$ cat config.mk
export PLATFORM = sky130hd
export DESIGN_NAME = pgwalk_cfg
export DESIGN_NICKNAME = d
export VERILOG_FILES = /design/src/rtl/pgwalk_pkg.sv /design/src/rtl/pgwalk_cfg.sv
export SDC_FILE = /design/constraint.sdc
export NUM_CORES = 1
export LEC_CHECK = 0
export ABC_AREA = 1
export BUFFER_PORTS_ARGS = -buffer_cell sky130_fd_sc_hd__buf_2
export CAP_MARGIN = 20
export CELL_PAD_IN_SITES_DETAIL_PLACEMENT = 1
export CELL_PAD_IN_SITES_GLOBAL_PLACEMENT = 2
export CORE_MARGIN = 3
export CORE_UTILIZATION = 17
export CTS_CLUSTER_SIZE = 12
export DETAILED_ROUTE_END_ITERATION = 10
export PLACE_DENSITY = 0.79
export SLEW_MARGIN = 25
export SYNTH_ARGS = -nofsm -noshare
export SYNTH_HDL_FRONTEND = slang
export SYNTH_SLANG_ARGS = --single-unit
$ cat constraint.sdc
create_clock -name clk_i -period 2.37 [get_ports clk_i]
set_clock_uncertainty 0.05 [all_clocks]
set_input_delay 0.474 -clock clk_i [delete_from_list [all_inputs] [get_ports clk_i]]
set_output_delay 0.474 -clock clk_i [all_outputs]
set_load 0.01 [all_outputs]
$ cat src/rtl/pgwalk_pkg.sv
package pgwalk_pkg;

  localparam int unsigned WORDS_PER_FRAME = 512;
  localparam int unsigned IDX_W = 9;

  localparam int unsigned L0_SHIFT = 39;
  localparam int unsigned L1_SHIFT = 30;
  localparam int unsigned L2_SHIFT = 21;
  localparam int unsigned L3_SHIFT = 12;

  localparam logic [11:0] PAGE_MASK = 12'hFFF;
  localparam logic [IDX_W-1:0] IDX_LAST = 9'h1FF;
  localparam logic [63:0] LINK_BITS = 64'h7;
  localparam logic [6:0] COUNT_MAX = 7'd127;

  localparam int unsigned ENTRY_PRESENT_BIT = 0;
  localparam int unsigned ENTRY_USER_BIT = 2;

  localparam logic [1:0] LEVEL_TOP = 2'd0;
  localparam logic [1:0] LEVEL_PARENT_OF_LEAF = 2'd2;
  localparam logic [1:0] LEVEL_LEAF = 2'd3;

  localparam logic REG_ROOT_FRAME = 1'b0;
  localparam logic REG_FIRST_FREE = 1'b1;

  typedef enum logic [1:0] {
    MODE_STORE = 2'd0,
    MODE_MAP   = 2'd1,
    MODE_XLATE = 2'd2
  } mode_e;

  typedef enum logic [2:0] {
    ST_OK          = 3'd0,
    ST_MISALIGNED  = 3'd1,
    ST_NO_FRAMES   = 3'd2,
    ST_NOT_PRESENT = 3'd3,
    ST_USER_DENIED = 3'd4,
    ST_OUTSIDE     = 3'd5
  } status_e;

  typedef struct packed {
    logic [5:0] root_frame;
    logic [6:0] first_free_frame;
  } cfg_t;

  function automatic logic [IDX_W-1:0] level_index(logic [47:0] va, logic [1:0] level);
    logic [IDX_W-1:0] idx;
    case (level)
      2'd0: idx = IDX_W'(va >> L0_SHIFT);
      2'd1: idx = IDX_W'(va >> L1_SHIFT);
      2'd2: idx = IDX_W'(va >> L2_SHIFT);
      default: idx = IDX_W'(va >> L3_SHIFT);
    endcase
    return idx;
  endfunction

endpackage

$ cat src/rtl/pgwalk_cfg.sv
module pgwalk_cfg (
  input  logic               clk_i,
  input  logic               rst_ni,
  input  logic               psel,
  input  logic               penable,
  input  logic               pwrite,
  input  logic [2:0]         paddr,
  input  logic [31:0]        pwdata,
  output logic [31:0]        prdata,
  output logic               pready,
  output pgwalk_pkg::cfg_t   cfg_o
);

  logic [5:0] root_frame_q;
  logic [6:0] first_free_q;
  logic       wr_en;

  assign pready = 1'b1;
  assign wr_en  = psel && penable && pwrite;

  always_ff @(posedge clk_i or negedge rst_ni) begin
    if (!rst_ni) begin
      root_frame_q <= 6'd0;
      first_free_q <= 7'd1;
    end else if (wr_en) begin
      if (paddr[2] == pgwalk_pkg::REG_ROOT_FRAME) begin
        root_frame_q <= pwdata[5:0];
      end else begin
        first_free_q <= pwdata[6:0];
      end
    end
  end

  always_comb begin
    if (paddr[2] == pgwalk_pkg::REG_ROOT_FRAME) begin
      prdata = {26'd0, root_frame_q};
    end else begin
      prdata = {25'd0, first_free_q};
    end
  end

  assign cfg_o.root_frame       = root_frame_q;
  assign cfg_o.first_free_frame = first_free_q;

endmodule

==> impl_results.md, run 1 <==
- Status: complete, no violations
- Clk_lat worst skew: 0.24 ns
- Max FO, Critical Path: 13
- DP Area: 963 um2
- Path type of the worst min-delay path: primary input to async pin
- Vias per cell: 3.38
- Post-synthesis xor/xnor area fraction: 0%
- Peak VDD IR: 0.000157 V
- Largest family of logic cells by synthesized area: simple AND/OR/NAND/NOR gates
- Critical setup path kind: primary input to output port
- Core area: 4790 um2
- Post-route ant nets: 0
- Yosys reg bits: 13
- Largest net degree at the start of global routing: 16
- Post-DP HPWL: 1680 um
- DRC viols: 0
- GRT Residual Overflow: 0
- CP max stage delay: 0.21 ns
- Number of global-route vias before repair: 693
- Slowest CP cell: inv_2
- Commonest non-fill, non-tap cell in the layout: nand2_1
- Max Buffers Root-to-Sink: 2
- Register Area: 327 um2
- Post-synthesis sequential area ratio: 38.2%
- Met3 routed WL: 171 um
- Io pins: 86
- Syn. warnings: 0
- CP top delay family: buffers and inverters
- Final min period: 1.58 ns
- Router iterations before antenna repair: 4
- Routability-driven placement congestion ratio: 0.701
- Final setup fails: 0
- Arrival @ worst endpoint: 1.06 ns
- Post-route setup TNS: 0 ns
- Max-cap violations: 0
- Area delta synth->final: 18.0%
- H-tree Lvls: 1
- Syn Inst Count: 110
- Met2 routed WL: 1100 um
- Drt wl/cell: 10.5 um
- Post-Synth Adder-Cell Area: 0%
- DRT iter0 DRCs: 16
- Multiplexer area fraction after synthesis: 0%
- Initial antenna violation count: 0
- Fraction of the mapped netlist area in compound gates: 0%
- Max Clock Freq: 633 MHz
- Final Instance Area: 1010 um2
- Top layer in use: met4
- Wl on met1: 874 um
- Clk root buf: clkbuf_8
- Share of cells above drive strength 1: 30.5%
- Crit-path cells: buf_2 -> inv_2 -> nand2_1 -> nand2_1 -> buf_2
- Most frequent cells in the layout: nand2_1 (45), buf_2 (32), conb_1 (26)
- Leak Pwr: 0.606 nW
- Synth Area in Simple Gates: 32.4%
- Initial core utilization: 17.9%
- CP required: 1.85 ns
- Final Net Count: 182
- Post-CTS Setup Bufs: 0
- Final wirelength: 2170 um
- Synth cell types: 12
- First-pass GRT wire length: 3420 um
- Post-Syn Area per Cell: 7.77 um2
- Vias: 703
- Clock sinks: 13
- Crit path buf inv count: 3
- Area of the multi-input gates: 374 um2
- Pwr Density: 691 nW/um2
- Worst setup SP type: primary input
- FILL cells: 589
- Row count: 25
- Cts repair resizes: 0
- Total track usage: 7.34%
- Die W: 76.9 um
- Worst setup EP type: output port
- Count of final hold-check violations: 0
- PortBufs: 32
- Hold_buf cts: 0
- RSZ-0062 raised after global routing: false
- Diodes inserted: 0
- Chip height: 76.9 um
- DIE AREA: 5910 um2
- Pins over their slew limit: 0
- Final period utilization: 66.7%
- Num CTS Buffers: 3
- Synth Cell Area: 855 um2
- CTS tree: built
- Clock transition at path regs: 0.06 ns
[final timing paths]
| path | from | endpoint | slack [ns] | cells past startpoint |
|---|---|---|---|---|
| min in group clk_i | pwdata[0] | first_free_q[0]$_DFFE_PN1P_ | 0.41 | 3 |
| setup reg to reg | first_free_q[0]$_DFFE_PN1P_ | first_free_q[0]$_DFFE_PN1P_ | 1.62 | 2 |
| max in group asynchronous | rst_ni | first_free_q[0]$_DFFE_PN1P_ | 1.93 | 1 |
| setup / recovery | paddr[2] | prdata[1] | 0.79 | 5 |
| hold reg to reg | first_free_q[0]$_DFFE_PN1P_ | first_free_q[0]$_DFFE_PN1P_ | 0.42 | 2 |
| hold / removal | rst_ni | root_frame_q[5]$_DFFE_PN0P_ | 0.06 | 1 |
[registers in the layout, indices dropped and copies added, names as in the netlist]
| name | cells |
|---|---|
| first_free_q | 7 |
| root_frame_q | 6 |
[synth_stat cells, drive strengths merged]
cell	count	area, um2
nor2	1	11.3
nand4	2	25.0
inv	3	11.3
dfrtp	12	300
nand2	46	175
conb	2	7.51
nand3	13	65.1
buf	30	233
dfstp	1	26.3
[per-stage QoR]
stage               util [%]  power, mW  setup slack [ns]  hold WS (ns)  cells
global route            21.1      0.756             0.699        0.0676    208
CTS                     21.1      0.712             0.777        0.0655    208
global placement        20.1      0.505             0.783         0.327    204
floorplan                  -      0.447             0.898         0.128    134
detailed placement      20.1      0.511             0.777         0.326    204
finish                  21.1      0.697             0.790        0.0627    208
[routing by layer]
metal	GRT usage [%]	vias to the layer above
met1	8.30	320
met3	1.29	2
met2	12.7	33
met5	0	-
li1	-	348
met4	4.53	0
[cells by family (layout without fill, tap and decap cells)]
family	after synthesis	count (layout)
AND/OR/NAND/NOR	62	62
flip-flops	13	13
buffers and inverters	33	40
other	2	26
[power breakdown]
| group | internal (mW) | leakage [nW] | switching [mW] |
|---|---|---|---|
| sequential | 0.267 | 0.161 | 0.0327 |
| clock | 0.118 | 0.0228 | 0.0758 |
| combinational | 0.0762 | 0.422 | 0.127 |
| total | 0.461 | 0.606 | 0.236 |
[area by class of cell]
| type | count | share of cell area [%] |
|---|---|---|
| sequential | 13 | 32.4 |
| inverter | 3 | 1.12 |
| multi-input combinational | 88 | 37.1 |
| timing repair buffer | 33 | 16.6 |
| clock buffer | 4 | 4.47 |
| tap | 67 | 8.31 |
No activity file was read; power rests on OpenSTA's default activity.
==> run 2: changes to the inputs <==
--- a/config.mk
+++ b/config.mk
@@ -11,10 +11,10 @@
 export CELL_PAD_IN_SITES_DETAIL_PLACEMENT = 1
 export CELL_PAD_IN_SITES_GLOBAL_PLACEMENT = 2
 export CORE_MARGIN = 3
-export CORE_UTILIZATION = 17
+export CORE_UTILIZATION = 16
 export CTS_CLUSTER_SIZE = 12
 export DETAILED_ROUTE_END_ITERATION = 10
-export PLACE_DENSITY = 0.79
+export PLACE_DENSITY = 0.75
 export SLEW_MARGIN = 25
 export SYNTH_ARGS = -nofsm -noshare
 export SYNTH_HDL_FRONTEND = slang
==> constraint.sdc (replaced) <==
create_clock -name clk_i -period 1.6 [get_ports clk_i]
set_clock_uncertainty 0.05 [all_clocks]
set_input_delay 0.32 -clock clk_i [delete_from_list [all_inputs] [get_ports clk_i]]
set_output_delay 0.32 -clock clk_i [all_outputs]
set_load 0.01 [all_outputs]
==> impl_results.md, run 2 (synthesis gave the netlist of run 1 again) <==
- Status: complete, no violations
- Largest register FFs: 7
- Pre-CTS WS: 0.262 ns
- Worst setup margin: 0.232 ns
- Diodes inserted: 0
- Final wirelength: 2190 um
- Largest registers: first_free_q (7), root_frame_q (6)
- Peak VDD IR: 0.000195 V
- Post-DP HPWL: 1720 um
- Worst setup EP type: output port
- Final setup fails: 0
- Post-CTS Setup Bufs: 0
- PortBufs: 32
- GR Util met2: 12.4%
- DRC viols: 0
- Initial core utilization: 17.3%
- H-tree Lvls: 1
- Die W: 79.1 um
- CP required: 1.23 ns
- Max FO, Critical Path: 3
- Count of final hold-check violations: 0
- Clk_lat worst skew: 0.23 ns
- Router iterations before antenna repair: 3
- RSZ-0062 raised after global routing: false
- CTS tree: built
- Post-route ant nets: 0
- Worst setup SP type: flop
- Max-cap violations: 0
- Vias: 714
- Num CTS Buffers: 3
- Clk root buf: clkbuf_8
- Final period utilization: 85.5%
- Number of global-route vias before repair: 701
- Area delta synth->final: 19.2%
- First-pass GRT wire length: 3480 um
- Met1 Use GR: 8.55%
- Most frequent cells in the layout: nand2_1 (45), buf_2 (32), conb_1 (26)
- Clock sinks: 13
- Total track usage: 7.12%
- Final Net Count: 183
- DIE AREA: 6250 um2
- Drt wl/cell: 10.5 um
- Final min period: 1.37 ns
- Arrival @ worst endpoint: 1.00 ns
- Core area: 4940 um2
- Largest net degree at the start of global routing: 16
- GRT Residual Overflow: 0
- Leak Pwr: 0.610 nW
- Pwr Density: 1010 nW/um2
- Hold slack: 0.269 ns
- Final Core Density: 20.6%
- Critical setup path kind: flop to output port
- Met3 GRT Util: 1.25%
- Post-route setup TNS: 0 ns
- Io pins: 86
- Routability-driven placement congestion ratio: 0.642
- Path type of the worst min-delay path: primary input to flop
- Pins over their slew limit: 0
- Final Instance Area: 1020 um2
- Grt peak-use layer: met2
- Max Buffers Root-to-Sink: 2
- DRT iter0 DRCs: 22
- Vias per cell: 3.42
- Initial antenna violation count: 0
- Clock transition at path regs: 0.05 ns
- Commonest non-fill, non-tap cell in the layout: nand2_1
- DP Area: 963 um2
- Row count: 25
- Top reg by flops: first_free_q
- Max Clock Freq: 731 MHz
- Share of cells above drive strength 1: 30.3%
- Chip height: 79.1 um
==> run 2: final cells by class <==
cell class                      count  area, um2
Clock buffer                        4       45.0
Fill cell                         643       3920
Inverter                            3       11.3
Multi-Input combinational cell     88        374
Sequential cell                    13        327
Tap cell                           67       83.8
Timing Repair Buffer               34        178
==> run 2: critical path: stages, from the launching register on <==
cell and delay, ns:
dfstp_2 0.54, nand2_1 0.05, nand2_1 0.06, buf_2 0.12
==> run 2: where the power goes <==
group	total (mW)	internal [mW]	switching, mW
combinational	0.305	0.115	0.191
clock	0.279	0.175	0.104
sequential	0.441	0.395	0.0466
==> run 2: path summary, 6_finish.rpt <==
path | startpoint | endpoint | slack (ns) | cells past startpoint
worst max-delay path | first_free_q[0]$_DFFE_PN1P_ | prdata[0] | 0.23 | 3
worst min-delay path | pwdata[0] | first_free_q[0]$_DFFE_PN1P_ | 0.27 | 3
worst max register to register | first_free_q[0]$_DFFE_PN1P_ | first_free_q[0]$_DFFE_PN1P_ | 0.84 | 2
worst min register to register | first_free_q[0]$_DFFE_PN1P_ | first_free_q[0]$_DFFE_PN1P_ | 0.43 | 2
max in group asynchronous | rst_ni | first_free_q[0]$_DFFE_PN1P_ | 0.77 | 2
min in group asynchronous | rst_ni | root_frame_q[3]$_DFFE_PN0P_ | 0.45 | 2
==> run 2: timing repair <==
action                    CTS  global route
hold buffers                1             0
resized for setup           0             0
hold endpoints to repair   12             0
==> run 2: through the flow <==
stage	cells	power, mW
2_1_floorplan	134	0.662
3_5_place_dp	204	0.759
6_report	209	1.03
3_3_place_gp	204	0.750
4_1_cts	209	1.05
5_1_grt	209	1.11
==> run 2: layer usage <==
layer	wire, um	vias to the layer above
met5	0	-
met4	30	0
met3	191	2
met2	1130	33
met1	835	328
li1	-	351
