==> config.mk <==
export PLATFORM = sky130hd
export DESIGN_NAME = pgwalk_seq_flat
export DESIGN_NICKNAME = d
export VERILOG_FILES = /design/src/rtl/pgwalk_pkg.sv /design/src/rtl/pgwalk_if.sv /design/src/rtl/pgwalk_seq.sv /design/src/flat_wrapper.sv
export SDC_FILE = /design/constraint.sdc
export NUM_CORES = 1
export LEC_CHECK = 0
export BUFFER_PORTS_ARGS = -buffer_cell sky130_fd_sc_hd__buf_2
export CAP_MARGIN = 20
export CELL_PAD_IN_SITES_DETAIL_PLACEMENT = 0
export CELL_PAD_IN_SITES_GLOBAL_PLACEMENT = 2
export CORE_MARGIN = 3
export CORE_UTILIZATION = 30
export CTS_CLUSTER_SIZE = 20
export DETAILED_ROUTE_END_ITERATION = 12
export GPL_TIMING_DRIVEN = 1
export PLACE_DENSITY = 0.79
export SLEW_MARGIN = 20
export SYNTH_ARGS = -nofsm -noshare
export SYNTH_HDL_FRONTEND = slang
export SYNTH_SLANG_ARGS = --single-unit
==> constraint.sdc <==
create_clock -name clk_i -period 9 [get_ports clk_i]
set_input_delay 0.45 -clock clk_i [delete_from_list [all_inputs] [get_ports clk_i]]
set_output_delay 0.45 -clock clk_i [all_outputs]
set_load 0.03 [all_outputs]
==> src/rtl/pgwalk_pkg.sv <==
package pgwalk_pkg;

  localparam int unsigned WORDS_PER_FRAME = 512;
  localparam int unsigned IDX_W = 9;

  localparam int unsigned L0_SHIFT = 39;
  localparam int unsigned L1_SHIFT = 30;
  localparam int unsigned L2_SHIFT = 21;
  localparam int unsigned L3_SHIFT = 12;

  localparam logic [11:0] PAGE_MASK = 12'hFFF;
  localparam logic [IDX_W-1:0] IDX_LAST = 9'h1FF;
  localparam logic [63:0] LINK_BITS = 64'h7;
  localparam logic [6:0] COUNT_MAX = 7'd127;

  localparam int unsigned ENTRY_PRESENT_BIT = 0;
  localparam int unsigned ENTRY_USER_BIT = 2;

  localparam logic [1:0] LEVEL_TOP = 2'd0;
  localparam logic [1:0] LEVEL_PARENT_OF_LEAF = 2'd2;
  localparam logic [1:0] LEVEL_LEAF = 2'd3;

  localparam logic REG_ROOT_FRAME = 1'b0;
  localparam logic REG_FIRST_FREE = 1'b1;

  typedef enum logic [1:0] {
    MODE_STORE = 2'd0,
    MODE_MAP   = 2'd1,
    MODE_XLATE = 2'd2
  } mode_e;

  typedef enum logic [2:0] {
    ST_OK          = 3'd0,
    ST_MISALIGNED  = 3'd1,
    ST_NO_FRAMES   = 3'd2,
    ST_NOT_PRESENT = 3'd3,
    ST_USER_DENIED = 3'd4,
    ST_OUTSIDE     = 3'd5
  } status_e;

  typedef struct packed {
    logic [5:0] root_frame;
    logic [6:0] first_free_frame;
  } cfg_t;

  function automatic logic [IDX_W-1:0] level_index(logic [47:0] va, logic [1:0] level);
    logic [IDX_W-1:0] idx;
    case (level)
      2'd0: idx = IDX_W'(va >> L0_SHIFT);
      2'd1: idx = IDX_W'(va >> L1_SHIFT);
      2'd2: idx = IDX_W'(va >> L2_SHIFT);
      default: idx = IDX_W'(va >> L3_SHIFT);
    endcase
    return idx;
  endfunction

endpackage

==> src/rtl/pgwalk_if.sv <==
interface pgwalk_in_if;
  logic        valid;
  logic        ready;
  logic [1:0]  mode;
  logic [47:0] vaddr;
  logic [51:0] ppage;
  logic [63:0] leaf_flags;
  logic        user_access;
  logic [14:0] store_index;
  logic [63:0] store_data;

  modport source (
    output valid, mode, vaddr, ppage, leaf_flags, user_access, store_index,
           store_data,
    input  ready
  );
  modport sink (
    input  valid, mode, vaddr, ppage, leaf_flags, user_access, store_index,
           store_data,
    output ready
  );
endinterface

interface pgwalk_out_if;
  logic        valid;
  logic        ready;
  logic [2:0]  status;
  logic [63:0] phys_out;

  modport source (output valid, status, phys_out, input ready);
  modport sink (input valid, status, phys_out, output ready);
endinterface

==> src/rtl/pgwalk_seq.sv <==
module pgwalk_seq #(
  parameter int unsigned STORE_FRAMES = 64
) (
  input  logic                                               clk_i,
  input  logic                                               rst_ni,
  pgwalk_in_if.sink                                          in_i,
  pgwalk_out_if.source                                       out_o,
  input  pgwalk_pkg::cfg_t                                   cfg_i,
  output logic                                               mem_we_o,
  output logic [$clog2(STORE_FRAMES)+pgwalk_pkg::IDX_W-1:0]  mem_waddr_o,
  output logic [63:0]                                        mem_wdata_o,
  output logic                                               mem_re_o,
  output logic [$clog2(STORE_FRAMES)+pgwalk_pkg::IDX_W-1:0]  mem_raddr_o,
  input  logic [63:0]                                        mem_rdata_i
);

  localparam int unsigned WORDS = STORE_FRAMES * pgwalk_pkg::WORDS_PER_FRAME;
  localparam int unsigned FW = $clog2(STORE_FRAMES);
  localparam int unsigned AW = FW + pgwalk_pkg::IDX_W;
  localparam int unsigned IW = pgwalk_pkg::IDX_W;

  typedef enum logic [2:0] {
    S_CLEAR,
    S_IDLE,
    S_READ,
    S_EVAL,
    S_ZERO,
    S_LINK,
    S_LEAF
  } state_e;

  state_e              state_q, state_d;
  logic [AW-1:0]       clr_q, clr_d;
  logic                out_valid_q, out_valid_d;
  pgwalk_pkg::status_e status_q, status_d;
  logic [63:0]         phys_q, phys_d;
  logic [6:0]          count_q, count_d;

  pgwalk_pkg::mode_e   mode_q, mode_d;
  logic [47:0]         va_q, va_d;
  logic [51:0]         pa_q, pa_d;
  logic [63:0]         flags_q, flags_d;
  logic                user_q, user_d;
  logic [FW-1:0]       cur_q, cur_d;
  logic [FW-1:0]       nxt_q, nxt_d;
  logic [1:0]          level_q, level_d;
  logic [IW-1:0]       zcnt_q, zcnt_d;

  logic                in_ready;
  logic                accept;
  logic [IW-1:0]       rd_idx;
  logic [7:0]          alloc;
  logic                alloc_bad;
  logic                root_bad;
  logic                ent_out;
  logic                idx_ok;
  logic [63:0]         ent;

  assign in_ready  = (state_q == S_IDLE) && !out_valid_q;
  assign in_i.ready = in_ready;
  assign accept    = in_i.valid && in_ready;

  assign ent       = mem_rdata_i;
  assign rd_idx    = pgwalk_pkg::level_index(va_q, level_q);
  assign alloc     = {1'b0, cfg_i.first_free_frame} + {1'b0, count_q};
  assign alloc_bad = (count_q == pgwalk_pkg::COUNT_MAX) || (32'(alloc) >= STORE_FRAMES);
  assign root_bad  = 32'(cfg_i.root_frame) >= STORE_FRAMES;
  assign ent_out   = ent[63:12] >= 52'(STORE_FRAMES);
  assign idx_ok    = 32'(in_i.store_index) < WORDS;

  assign out_o.valid    = out_valid_q;
  assign out_o.status   = status_q;
  assign out_o.phys_out = phys_q;

  always_comb begin
    state_d     = state_q;
    clr_d       = clr_q;
    out_valid_d = out_valid_q;
    status_d    = status_q;
    phys_d      = phys_q;
    count_d     = count_q;
    mode_d      = mode_q;
    va_d        = va_q;
    pa_d        = pa_q;
    flags_d     = flags_q;
    user_d      = user_q;
    cur_d       = cur_q;
    nxt_d       = nxt_q;
    level_d     = level_q;
    zcnt_d      = zcnt_q;

    mem_we_o    = 1'b0;
    mem_waddr_o = {cur_q, rd_idx};
    mem_wdata_o = '0;
    mem_re_o    = 1'b0;
    mem_raddr_o = {cur_q, rd_idx};

    if (out_valid_q && out_o.ready) begin
      out_valid_d = 1'b0;
    end

    case (state_q)
      S_CLEAR: begin
        mem_we_o    = 1'b1;
        mem_waddr_o = clr_q;
        if (clr_q == AW'(WORDS - 1)) begin
          state_d = S_IDLE;
        end else begin
          clr_d = clr_q + 1'b1;
        end
      end
      S_IDLE: begin
        if (accept) begin
          mode_d  = pgwalk_pkg::mode_e'(in_i.mode);
          va_d    = in_i.vaddr;
          pa_d    = in_i.ppage;
          flags_d = in_i.leaf_flags;
          user_d  = in_i.user_access;
          cur_d   = FW'(cfg_i.root_frame);
          level_d = pgwalk_pkg::LEVEL_TOP;
          phys_d  = '0;
          status_d = pgwalk_pkg::ST_OK;
          case (pgwalk_pkg::mode_e'(in_i.mode))
            pgwalk_pkg::MODE_STORE: begin
              out_valid_d = 1'b1;
              if (idx_ok) begin
                mem_we_o    = 1'b1;
                mem_waddr_o = AW'(in_i.store_index);
                mem_wdata_o = in_i.store_data;
              end else begin
                status_d = pgwalk_pkg::ST_OUTSIDE;
              end
            end
            pgwalk_pkg::MODE_MAP: begin
              if ((in_i.vaddr[11:0] & pgwalk_pkg::PAGE_MASK) != 12'd0 ||
                  (in_i.ppage[11:0] & pgwalk_pkg::PAGE_MASK) != 12'd0) begin
                out_valid_d = 1'b1;
                status_d    = pgwalk_pkg::ST_MISALIGNED;
              end else if (root_bad) begin
                out_valid_d = 1'b1;
                status_d    = pgwalk_pkg::ST_OUTSIDE;
              end else begin
                state_d = S_READ;
              end
            end
            pgwalk_pkg::MODE_XLATE: begin
              if (root_bad) begin
                out_valid_d = 1'b1;
                status_d    = pgwalk_pkg::ST_OUTSIDE;
              end else begin
                state_d = S_READ;
              end
            end
            default: begin
              out_valid_d = 1'b1;
            end
          endcase
        end
      end
      S_READ: begin
        mem_re_o = 1'b1;
        state_d  = S_EVAL;
      end
      S_EVAL: begin
        if (mode_q == pgwalk_pkg::MODE_XLATE) begin
          if (!ent[pgwalk_pkg::ENTRY_PRESENT_BIT]) begin
            out_valid_d = 1'b1;
            status_d    = pgwalk_pkg::ST_NOT_PRESENT;
            state_d     = S_IDLE;
          end else if (level_q == pgwalk_pkg::LEVEL_LEAF) begin
            out_valid_d = 1'b1;
            state_d     = S_IDLE;
            if (user_q && !ent[pgwalk_pkg::ENTRY_USER_BIT]) begin
              status_d = pgwalk_pkg::ST_USER_DENIED;
            end else begin
              phys_d = {ent[63:12], va_q[11:0] & pgwalk_pkg::PAGE_MASK};
            end
          end else if (ent_out) begin
            out_valid_d = 1'b1;
            status_d    = pgwalk_pkg::ST_OUTSIDE;
            state_d     = S_IDLE;
          end else begin
            cur_d   = FW'(ent[63:12]);
            level_d = level_q + 1'b1;
            state_d = S_READ;
          end
        end else begin
          if (ent[pgwalk_pkg::ENTRY_PRESENT_BIT]) begin
            if (ent_out) begin
              out_valid_d = 1'b1;
              status_d    = pgwalk_pkg::ST_OUTSIDE;
              state_d     = S_IDLE;
            end else begin
              cur_d   = FW'(ent[63:12]);
              level_d = level_q + 1'b1;
              state_d = (level_q == pgwalk_pkg::LEVEL_PARENT_OF_LEAF) ? S_LEAF : S_READ;
            end
          end else if (alloc_bad) begin
            out_valid_d = 1'b1;
            status_d    = pgwalk_pkg::ST_NO_FRAMES;
            state_d     = S_IDLE;
          end else begin
            count_d = count_q + 1'b1;
            nxt_d   = FW'(alloc);
            zcnt_d  = '0;
            state_d = S_ZERO;
          end
        end
      end
      S_ZERO: begin
        mem_we_o    = 1'b1;
        mem_waddr_o = {nxt_q, zcnt_q};
        if (zcnt_q == pgwalk_pkg::IDX_LAST) begin
          state_d = S_LINK;
        end else begin
          zcnt_d = zcnt_q + 1'b1;
        end
      end
      S_LINK: begin
        mem_we_o    = 1'b1;
        mem_wdata_o = 64'({nxt_q, 12'd0}) | pgwalk_pkg::LINK_BITS;
        cur_d       = nxt_q;
        level_d     = level_q + 1'b1;
        state_d     = (level_q == pgwalk_pkg::LEVEL_PARENT_OF_LEAF) ? S_LEAF : S_READ;
      end
      S_LEAF: begin
        mem_we_o    = 1'b1;
        mem_wdata_o = {12'd0, pa_q} | flags_q;
        out_valid_d = 1'b1;
        state_d     = S_IDLE;
      end
      default: begin
        state_d = S_IDLE;
      end
    endcase
  end

  always_ff @(posedge clk_i or negedge rst_ni) begin
    if (!rst_ni) begin
      state_q     <= S_CLEAR;
      clr_q       <= '0;
      out_valid_q <= 1'b0;
      status_q    <= pgwalk_pkg::ST_OK;
      phys_q      <= '0;
      count_q     <= '0;
    end else begin
      state_q     <= state_d;
      clr_q       <= clr_d;
      out_valid_q <= out_valid_d;
      status_q    <= status_d;
      phys_q      <= phys_d;
      count_q     <= count_d;
    end
  end

  always_ff @(posedge clk_i) begin
    mode_q  <= mode_d;
    va_q    <= va_d;
    pa_q    <= pa_d;
    flags_q <= flags_d;
    user_q  <= user_d;
    cur_q   <= cur_d;
    nxt_q   <= nxt_d;
    level_q <= level_d;
    zcnt_q  <= zcnt_d;
  end

endmodule

==> src/flat_wrapper.sv <==
// flat-port wrapper written by rule: the top's interface ports become plain ports
module pgwalk_seq_flat 
#(
  parameter int unsigned STORE_FRAMES = 64
)
  (clk_i, rst_ni, cfg_i, mem_we_o, mem_waddr_o, mem_wdata_o, mem_re_o, mem_raddr_o, mem_rdata_i, in_i_valid, in_i_mode, in_i_vaddr, in_i_ppage, in_i_leaf_flags, in_i_user_access, in_i_store_index, in_i_store_data, in_i_ready, out_o_valid, out_o_status, out_o_phys_out, out_o_ready);
  pgwalk_in_if in_i_i ();
  pgwalk_out_if out_o_i ();
  input  logic clk_i;
  input  logic rst_ni;
  input  pgwalk_pkg::cfg_t cfg_i;
  output logic mem_we_o;
  output logic [$clog2(STORE_FRAMES)+pgwalk_pkg::IDX_W-1:0] mem_waddr_o;
  output logic [63:0] mem_wdata_o;
  output logic mem_re_o;
  output logic [$clog2(STORE_FRAMES)+pgwalk_pkg::IDX_W-1:0] mem_raddr_o;
  input  logic [63:0] mem_rdata_i;
  input wire logic [$bits(in_i_i.valid)-1:0] in_i_valid;
  input wire logic [$bits(in_i_i.mode)-1:0] in_i_mode;
  input wire logic [$bits(in_i_i.vaddr)-1:0] in_i_vaddr;
  input wire logic [$bits(in_i_i.ppage)-1:0] in_i_ppage;
  input wire logic [$bits(in_i_i.leaf_flags)-1:0] in_i_leaf_flags;
  input wire logic [$bits(in_i_i.user_access)-1:0] in_i_user_access;
  input wire logic [$bits(in_i_i.store_index)-1:0] in_i_store_index;
  input wire logic [$bits(in_i_i.store_data)-1:0] in_i_store_data;
  output wire logic [$bits(in_i_i.ready)-1:0] in_i_ready;
  output wire logic [$bits(out_o_i.valid)-1:0] out_o_valid;
  output wire logic [$bits(out_o_i.status)-1:0] out_o_status;
  output wire logic [$bits(out_o_i.phys_out)-1:0] out_o_phys_out;
  input wire logic [$bits(out_o_i.ready)-1:0] out_o_ready;
  assign in_i_i.valid = in_i_valid;
  assign in_i_i.mode = in_i_mode;
  assign in_i_i.vaddr = in_i_vaddr;
  assign in_i_i.ppage = in_i_ppage;
  assign in_i_i.leaf_flags = in_i_leaf_flags;
  assign in_i_i.user_access = in_i_user_access;
  assign in_i_i.store_index = in_i_store_index;
  assign in_i_i.store_data = in_i_store_data;
  assign in_i_ready = in_i_i.ready;
  assign out_o_valid = out_o_i.valid;
  assign out_o_status = out_o_i.status;
  assign out_o_phys_out = out_o_i.phys_out;
  assign out_o_i.ready = out_o_ready;
  pgwalk_seq #(.STORE_FRAMES(STORE_FRAMES)) u_core (.clk_i(clk_i), .rst_ni(rst_ni), .in_i(in_i_i), .out_o(out_o_i), .cfg_i(cfg_i), .mem_we_o(mem_we_o), .mem_waddr_o(mem_waddr_o), .mem_wdata_o(mem_wdata_o), .mem_re_o(mem_re_o), .mem_raddr_o(mem_raddr_o), .mem_rdata_i(mem_rdata_i));
endmodule
==> metrics.md, run 1 <==
| Metric | Value |
|---|---|
| Initial antenna violation count | 13 |
| Status | finished clean |
| Reg clk slew, reported paths | 60 ps |
| Drt via density | 4.70 |
| Initial Util | 30.8% |
| CTS resizes | 0 |
| Post-Synth XOR/XNOR Area | 1.87% |
| Hpwl dp | 30600 um |
| Final setup fails | 0 |
| Clock power frac | 29.3% |
| # IOs | 492 |
| Layout area overhead | 33.9% |
| Leak | 7.60 nW |
| Main area contributors after synthesis | edfxtp_1, dfrtp_1, nand2_1 |
| R2r endpoint | u_core.count_q[1]$_DFFE_PN0P_ |
| CTS root buf | clkbuf_16 |
| RSZ-0062 raised after global routing | false |
| Syn_area_per_cell | 11.9 sq um |
| Synth Area in Compound Gates | 8.30% |
| Main combinational cell family by area after synthesis | simple AND/OR/NAND/NOR gates |
| Post-Layout Cell Count | 2047 |
| Largest net degree at the start of global routing | 172 |
| Synth area leader | edfxtp_1 |
| Multi-input logic area | 0.00381 sq mm |
| CP startpoint kind | flip-flop |
| CTS tree | built |
| Mapped Cells | 1020 |
| Hold Path Origin | in_i_vaddr[12] |
| Worst EP required | 8550 ps |
| Die area | 0.0428 sq mm |
| Internal | 2.97 mW |
| DP Cell Count | 1977 |
| H-tree levels | 2 |
| Setup bufs post-CTS | 0 |
| Seq/Total Area, Yosys | 66.4% |
| Residual DRC | 0 |
| Min Tclk post-route | 4720 ps |
| Nets | 1843 |
| Via count | 9620 |
| Setup TNS | 0 ps |
| Crit end category | primary output |
| Die height | 207 um |
| Worst Tran Pin Value | 1160 ps |
| Logic pwr share | 30.7% |
| Layout fillers | 3945 |
| Grt total ovfl | 0 |
| Synth async-reset ratio | 32.9% |
| Area fraction of the dominant cell type after synthesis | 47.1% |
| Initial drt markers | 661 |
| Post-synth cell types | 67 |
| Clock latency on the worst-skew pair | 540 ps |
| Hold-fix buffers at CTS | 1 |
| GRT Total Usage | 18.5% |
| Post-Syn Nets | 1365 |
| Fin. Hold Viols | 0 |
| Post-Synth Adder-Cell Area | 1.92% |
| Worst clock skew | 11.2 ps |
| Post-Route WL | 41300 um |
| Drt wl/cell | 20.2 um |
| Die Width | 207 um |
| Layout cell share with drive strength beyond 1 | 37.0% |
| Register area | 0.00803 sq mm |
| Mux contribution to synthesized area | 2.26% |
| Sequential share of power | 40.0% |
| Worst Hold Class | primary input to flip-flop |
| Num Clock Sinks | 283 |
| DRT Pass-1 Iters | 5 |
| PortBufs | 481 |
| R2r startpoint | u_core.count_q[0]$_DFFE_PN0P_ |
| Crit path from | u_core.state_q[2]$_DFFE_PN0P_ |
| Crit path max fanout | 171 |
| Syn. warnings | 0 |
| VDD IR max | 191 uV |
| Cts bufs inserted | 36 |
| Worst setup path endpoint | mem_waddr_o[11] |
| Depth of the most critical reg-to-reg path | 8 |
| Pwr/cell area | 292 mW/mm^2 |
| Clock buffer depth | 3 |
| CP arrival | 4270 ps |
| Flops & latches, synth | 283 |
| Max Freq | 212 MHz |
| Max-cap viol count | 0 |
| Final GP Congestion | 0.809 |
| Global-route wire length before repair | 59000 um |
| Row cnt | 72 |
| Total power | 4.72 mW |
| Fin. max-slew vios | 0 |
| Core ar. | 0.0393 sq mm |
| Setup CP Type | flip-flop to primary output |
| Utilization after layout | 41.2% |
| Switching fraction of total power | 37.2% |
| Vias in the first global route | 9421 |
| Period utilization | 52.4% |
| Worst relative slew slack | 22.7% |
| R2R Setup Slk | 5990 ps |
| Switching power | 1.76 mW |
| Simple logic cell fraction of the synthesized area | 16.8% |
| Mapped Area | 0.0121 sq mm |
| Final ANT Viol Nets | 0 |
| Top_reg_cell synth | edfxtp_1 |
| Post-synth EDFFs | 190 |
## power groups by stage
stage / clock [mW] / combinational, mW / sequential (mW)
2_1_floorplan: 0 / 0.773 / 2.10
5_1_grt: 1.48 / 1.57 / 1.92
6_report: 1.38 / 1.45 / 1.89
4_1_cts: 1.44 / 1.47 / 1.89
3_5_place_dp: 0 / 1.47 / 1.91
3_3_place_gp: 0 / 1.46 / 1.90
## routing by layer
layer	routed length, um	global-route usage, %	up-vias
li1	-	-	4675
met1	16800	23.5	4543
met2	20500	31.2	321
met3	2980	4.70	67
met4	858	5.90	14
met5	92	0	-
## cells by family after synthesis
family	count (synthesis)
flops	283
buf+inv	69
fa+ha+maj	18
mux	27
compound gates	150
simple gates	448
xor+xnor	25
## cells in the mapped netlist, types with 4 or more instances
cell	number
nand2_1	256
edfxtp_1	190
dfrtp_1	93
nand3_1	88
o21ai_0	68
nor2_1	34
clkbuf_1	29
mux2i_1	24
a21oi_1	18
inv_1	18
nor4_1	18
xnor2_1	18
ha_1	17
buf_2	14
a22o_1	12
nand4_1	10
a222oi_1	9
a221o_1	7
o32a_1	6
xor2_1	6
and3_1	5
nor3_1	5
a21o_1	4
## layout make-up
cell class	instances	area share (%)
Sequential cell	283	49.6
Clock buffer	51	6.28
Clock inverter	12	0.734
Tap cell	518	4.00
Inverter	19	0.440
Antenna cell	6	0.0927
Timing Repair Buffer	490	15.4
Multi-Input combinational cell	668	23.5
## registers in the layout (all words and copies together) (netlist names)
name and count:
u_core.mode_q 2, u_core.level_q 2, u_core.flags_q 64, u_core.state_q 3
u_core.cur_q 6, u_core.nxt_q 6, u_core.clr_q 15, u_core.pa_q 52
u_core.out_o.valid 1, u_core.count_q 7, u_core.user_q 1, u_core.zcnt_q 9
u_core.out_o.phys_out 64, u_core.va_q 48, u_core.out_o.status 3
## worst min path at each step
| stage | depth (start not counted) | end |
|---|---|---|
| final | 1 | u_core.va_q[12]$_DFFE_PP_ |
| after global routing | 1 | u_core.flags_q[24]$_DFFE_PP_ |
| after CTS | 1 | u_core.flags_q[41]$_DFFE_PP_ |
| after global placement | 1 | u_core.out_o.phys_out[48]$_DFFE_PN0P_ |
| after detailed placement | 1 | u_core.out_o.phys_out[48]$_DFFE_PN0P_ |
| after floorplan | 0 | u_core.clr_q[0]$_DFFE_PN0P_ |
## through the flow
stage | hold WS (ps) | area [sq um] | worst slack (ps)
after detailed placement | 416 | 15000 | 4530
after floorplan | 154 | 12100 | 1060
after global placement | 419 | 15000 | 4610
after global routing | 46.4 | 16200 | 3870
after CTS | 37.5 | 16200 | 3950
final | 80.6 | 16200 | 4280
## worst max-delay path: stages (launching register included)
cell	delay, ps
dfrtp_1	360
buf_4	260
nand2b_1	290
nor4b_4	350
buf_12	500
and2_4	860
nor2_1	400
a221o_1	420
buf_2	190
## layout by cell type, fill, tap and decap left out, types with 7 or more instances in the layout
cell type  count
edfxtp_1     190
mux2i_1       24
clkbuf_1       9
nand3_1       88
buf_2        480
nand4_1       10
nand2_1      256
a22o_1        12
o21ai_0       68
inv_1         18
xnor2_1       18
a222oi_1       9
buf_4          8
a21oi_1       17
ha_1          17
dfrtp_1       93
nor2_1        32
a221o_1        7
clkbuf_16     36
nor4_1        18
No activity file was read; power rests on OpenSTA's default activity.
==> inputs of run 2 (changes only) <==
==> constraint.sdc (replaced) <==
create_clock -name clk_i -period 4.6 [get_ports clk_i]
set_input_delay 0.23 -clock clk_i [delete_from_list [all_inputs] [get_ports clk_i]]
set_output_delay 0.23 -clock clk_i [all_outputs]
set_load 0.03 [all_outputs]
==> metrics.md, run 2 (synthesized netlist as in run 1, its figures left out) <==
| Metric | Value |
|---|---|
| Status | finished clean |
| Most frequent cells in the layout | buf_2, dlygate4sd3_1, edfxtp_1, nand2_1, nand2_4 |
| Final setup fails | 0 (unchanged) |
| Multi-input logic area | 0.00483 sq mm (+27%) |
| Layout fillers | 3561 (-9.7%) |
| Initial Util | 30.8% (unchanged) |
| Max Freq | 287 MHz |
| Period utilization | 75.8% |
| VDD IR max | 366 uV (+92%) |
| Worst relative slew slack | 16.0% (-6.7 points) |
| Initial drt markers | 710 (+7.4%) |
| Total power | 9.75 mW (+110%) |
| Drt via density | 4.73 (+0.73%) |
| Worst Tran Pin Value | 1260 ps (+100 ps) |
| Clock power frac | 29.0% (-0.3 points) |
| Setup TNS | 0 ps (unchanged) |
| R2R Setup Slk | 1290 ps (-4700 ps) |
| Min Tclk post-route | 3490 ps |
| CTS tree | built |
| Fin. Hold Viols | 0 (unchanged) |
| Max-cap viol count | 0 (unchanged) |
| Logic pwr share | 32.8% (+2.1 points) |
| Vias in the first global route | 11.3k (+20%) |
| Worst EP required | 4370 ps (-4180 ps) |
| Switching fraction of total power | 36.8% (-0.40 points) |
| Sequential share of power | 38.2% (-1.8 points) |
| Switching power | 3.59 mW (+100%) |
| CTS resizes | 0 (unchanged) |
| Cts bufs inserted | 35 (-2.8%) |
| PortBufs | 481 (unchanged) |
| Die height | 207 um (unchanged) |
| Layout cell share with drive strength beyond 1 | 40.3% (+3.3 points) |
| Crit path max fanout | 31 (-82%) |
| RSZ-0062 raised after global routing | false |
| Largest net degree at the start of global routing | 170 (-1.2%) |
| Hpwl dp | 33000 um (+8.1%) |
| Hold Worst Slack | 51.0 ps (-29.7 ps) |
| CTS root buf | clkbuf_16 |
| Die area | 0.0428 sq mm (unchanged) |
| Die Width | 207 um (unchanged) |
| Post-Layout Cell Count | 2279 (+11%) |
| Clock buffer depth | 3 (unchanged) |
| Final GP Congestion | 0.805 (-0.49%) |
| Post-Route WL | 45500 um (+10%) |
| Layout area overhead | 61.8% |
| Leak | 9.25 nW (+22%) |
| Crit end category | primary output |
| Worst Hold Class | primary input to flip-flop |
| CP arrival | 3260 ps (-1010 ps) |
| DRT Pass-1 Iters | 5 (unchanged) |
| Row cnt | 72 (unchanged) |
| Num Clock Sinks | 283 (unchanged) |
| Final ANT Viol Nets | 0 (unchanged) |
| Internal | 6.16 mW (+110%) |
| Worst clock skew | 16.1 ps (+4.91 ps) |
| Drt wl/cell | 20.0 um (-1.0%) |
| Register area | 0.00803 sq mm (unchanged) |
| H-tree levels | 2 (unchanged) |
| Pre-CTS setup slack | 1290 ps (-3240 ps) |
| Grt total ovfl | 0 (unchanged) |
| # IOs | 492 (unchanged) |
| CP startpoint kind | flip-flop |
| GRT Total Usage | 20.6% (+2.0 points) |
| Reg clk slew, reported paths | 60 ps (about the same) |
| Setup ws final | 1110 ps (-3170 ps) |
| DP Cell Count | 1986 (+0.46%) |
| Setup CP Type | flip-flop to primary output |
| Setup bufs post-CTS | 0 (unchanged) |
| Residual DRC | 0 (unchanged) |
| Most common cell after layout, fill and taps aside | buf_2 |
| Clock latency on the worst-skew pair | 540 ps (about the same) |
| Via count | 10.8k (+12%) |
| Fin. max-slew vios | 0 (unchanged) |
| Nets | 2072 (+12%) |
| Core ar. | 0.0393 sq mm (unchanged) |
| Pwr/cell area | 498 mW/mm^2 (+71%) |
| Initial antenna violation count | 13 (unchanged) |
| Global-route wire length before repair | 66400 um (+13%) |
[run 2: cell count changes in the layout (fill, tap and decap cells not counted), moves of 6 or more]
cell	delta
a22o_1	-12
dlygate4sd3_1	+221
a221o_2	+6
a22o_4	+12
nand3_4	+10
buf_4	+8
a221o_1	-6
nand2_1	-95
nand2_4	+95
nand3_1	-10
[run 2: repair_timing]
action                                 in CTS  in global routing
setup endpoints to repair                   0                  0
hold buffers                              222                  0
endpoints found under the hold margin     285                  0
[run 2: area by class of cell]
class | count | area share [%]
Sequential cell | 283 | 41.0
Timing Repair Buffer | 720 | 24.4
Clock inverter | 11 | 0.760
Inverter | 19 | 0.364
Clock buffer | 51 | 5.31
Multi-Input combinational cell | 668 | 24.7
Antenna cell | 9 | 0.115
Tap cell | 518 | 3.31
[run 2: path summary, 6_finish.rpt]
kind                                                  startpoint                               endpoint  cells past startpoint
setup / recovery                   u_core.state_q[0]$_DFFE_PN0P_                        mem_wdata_o[30]                      7
max in group asynchronous                                 rst_ni  u_core.out_o.phys_out[62]$_DFFE_PN0P_                      3
hold reg to reg            u_core.out_o.phys_out[60]$_DFFE_PN0P_  u_core.out_o.phys_out[60]$_DFFE_PN0P_                      2
setup reg to reg                   u_core.count_q[0]$_DFFE_PN0P_          u_core.count_q[1]$_DFFE_PN0P_                      8
hold / removal                                   mem_rdata_i[13]  u_core.out_o.phys_out[13]$_DFFE_PN0P_                      3
min in group asynchronous                                 rst_ni  u_core.out_o.phys_out[12]$_DFFE_PN0P_                      2
[run 2: per-layer routing]
metal  GRT usage (%)  vias up  part of all wire (%)
li1                -     5138                     -
met1            25.2     5140                    40
met2            35.9      421                    50
met3            4.89       86                   7.3
met4            6.57        4                   2.8
met5               0        -                 0.046
[run 2: per-stage QoR]
step / util [%] / instance area, sq um
5_1_grt: 49.9 / 19600
4_1_cts: 49.8 / 19600
3_5_place_dp: 41.1 / 16100
3_3_place_gp: 41.1 / 16100
2_1_floorplan: - / 13200
6_report: 49.9 / 19600
[run 2: power by group through the flow]
stage	sequential [mW]	clock [mW]	combinational (mW)
after floorplan	4.11	0	1.69
after global placement	3.74	0	3.04
after detailed placement	3.76	0	3.07
after CTS	3.71	2.92	3.23
after global routing	3.78	3.03	3.44
final	3.72	2.83	3.19
[run 2: critical path, stage by stage (launching register included)]
cell      delay [ps]
dfrtp_1          640
nand2b_4         130
nor4b_4          410
and2_4           670
buf_4            500
nand2_4           80
nand2_4           60
buf_2            210
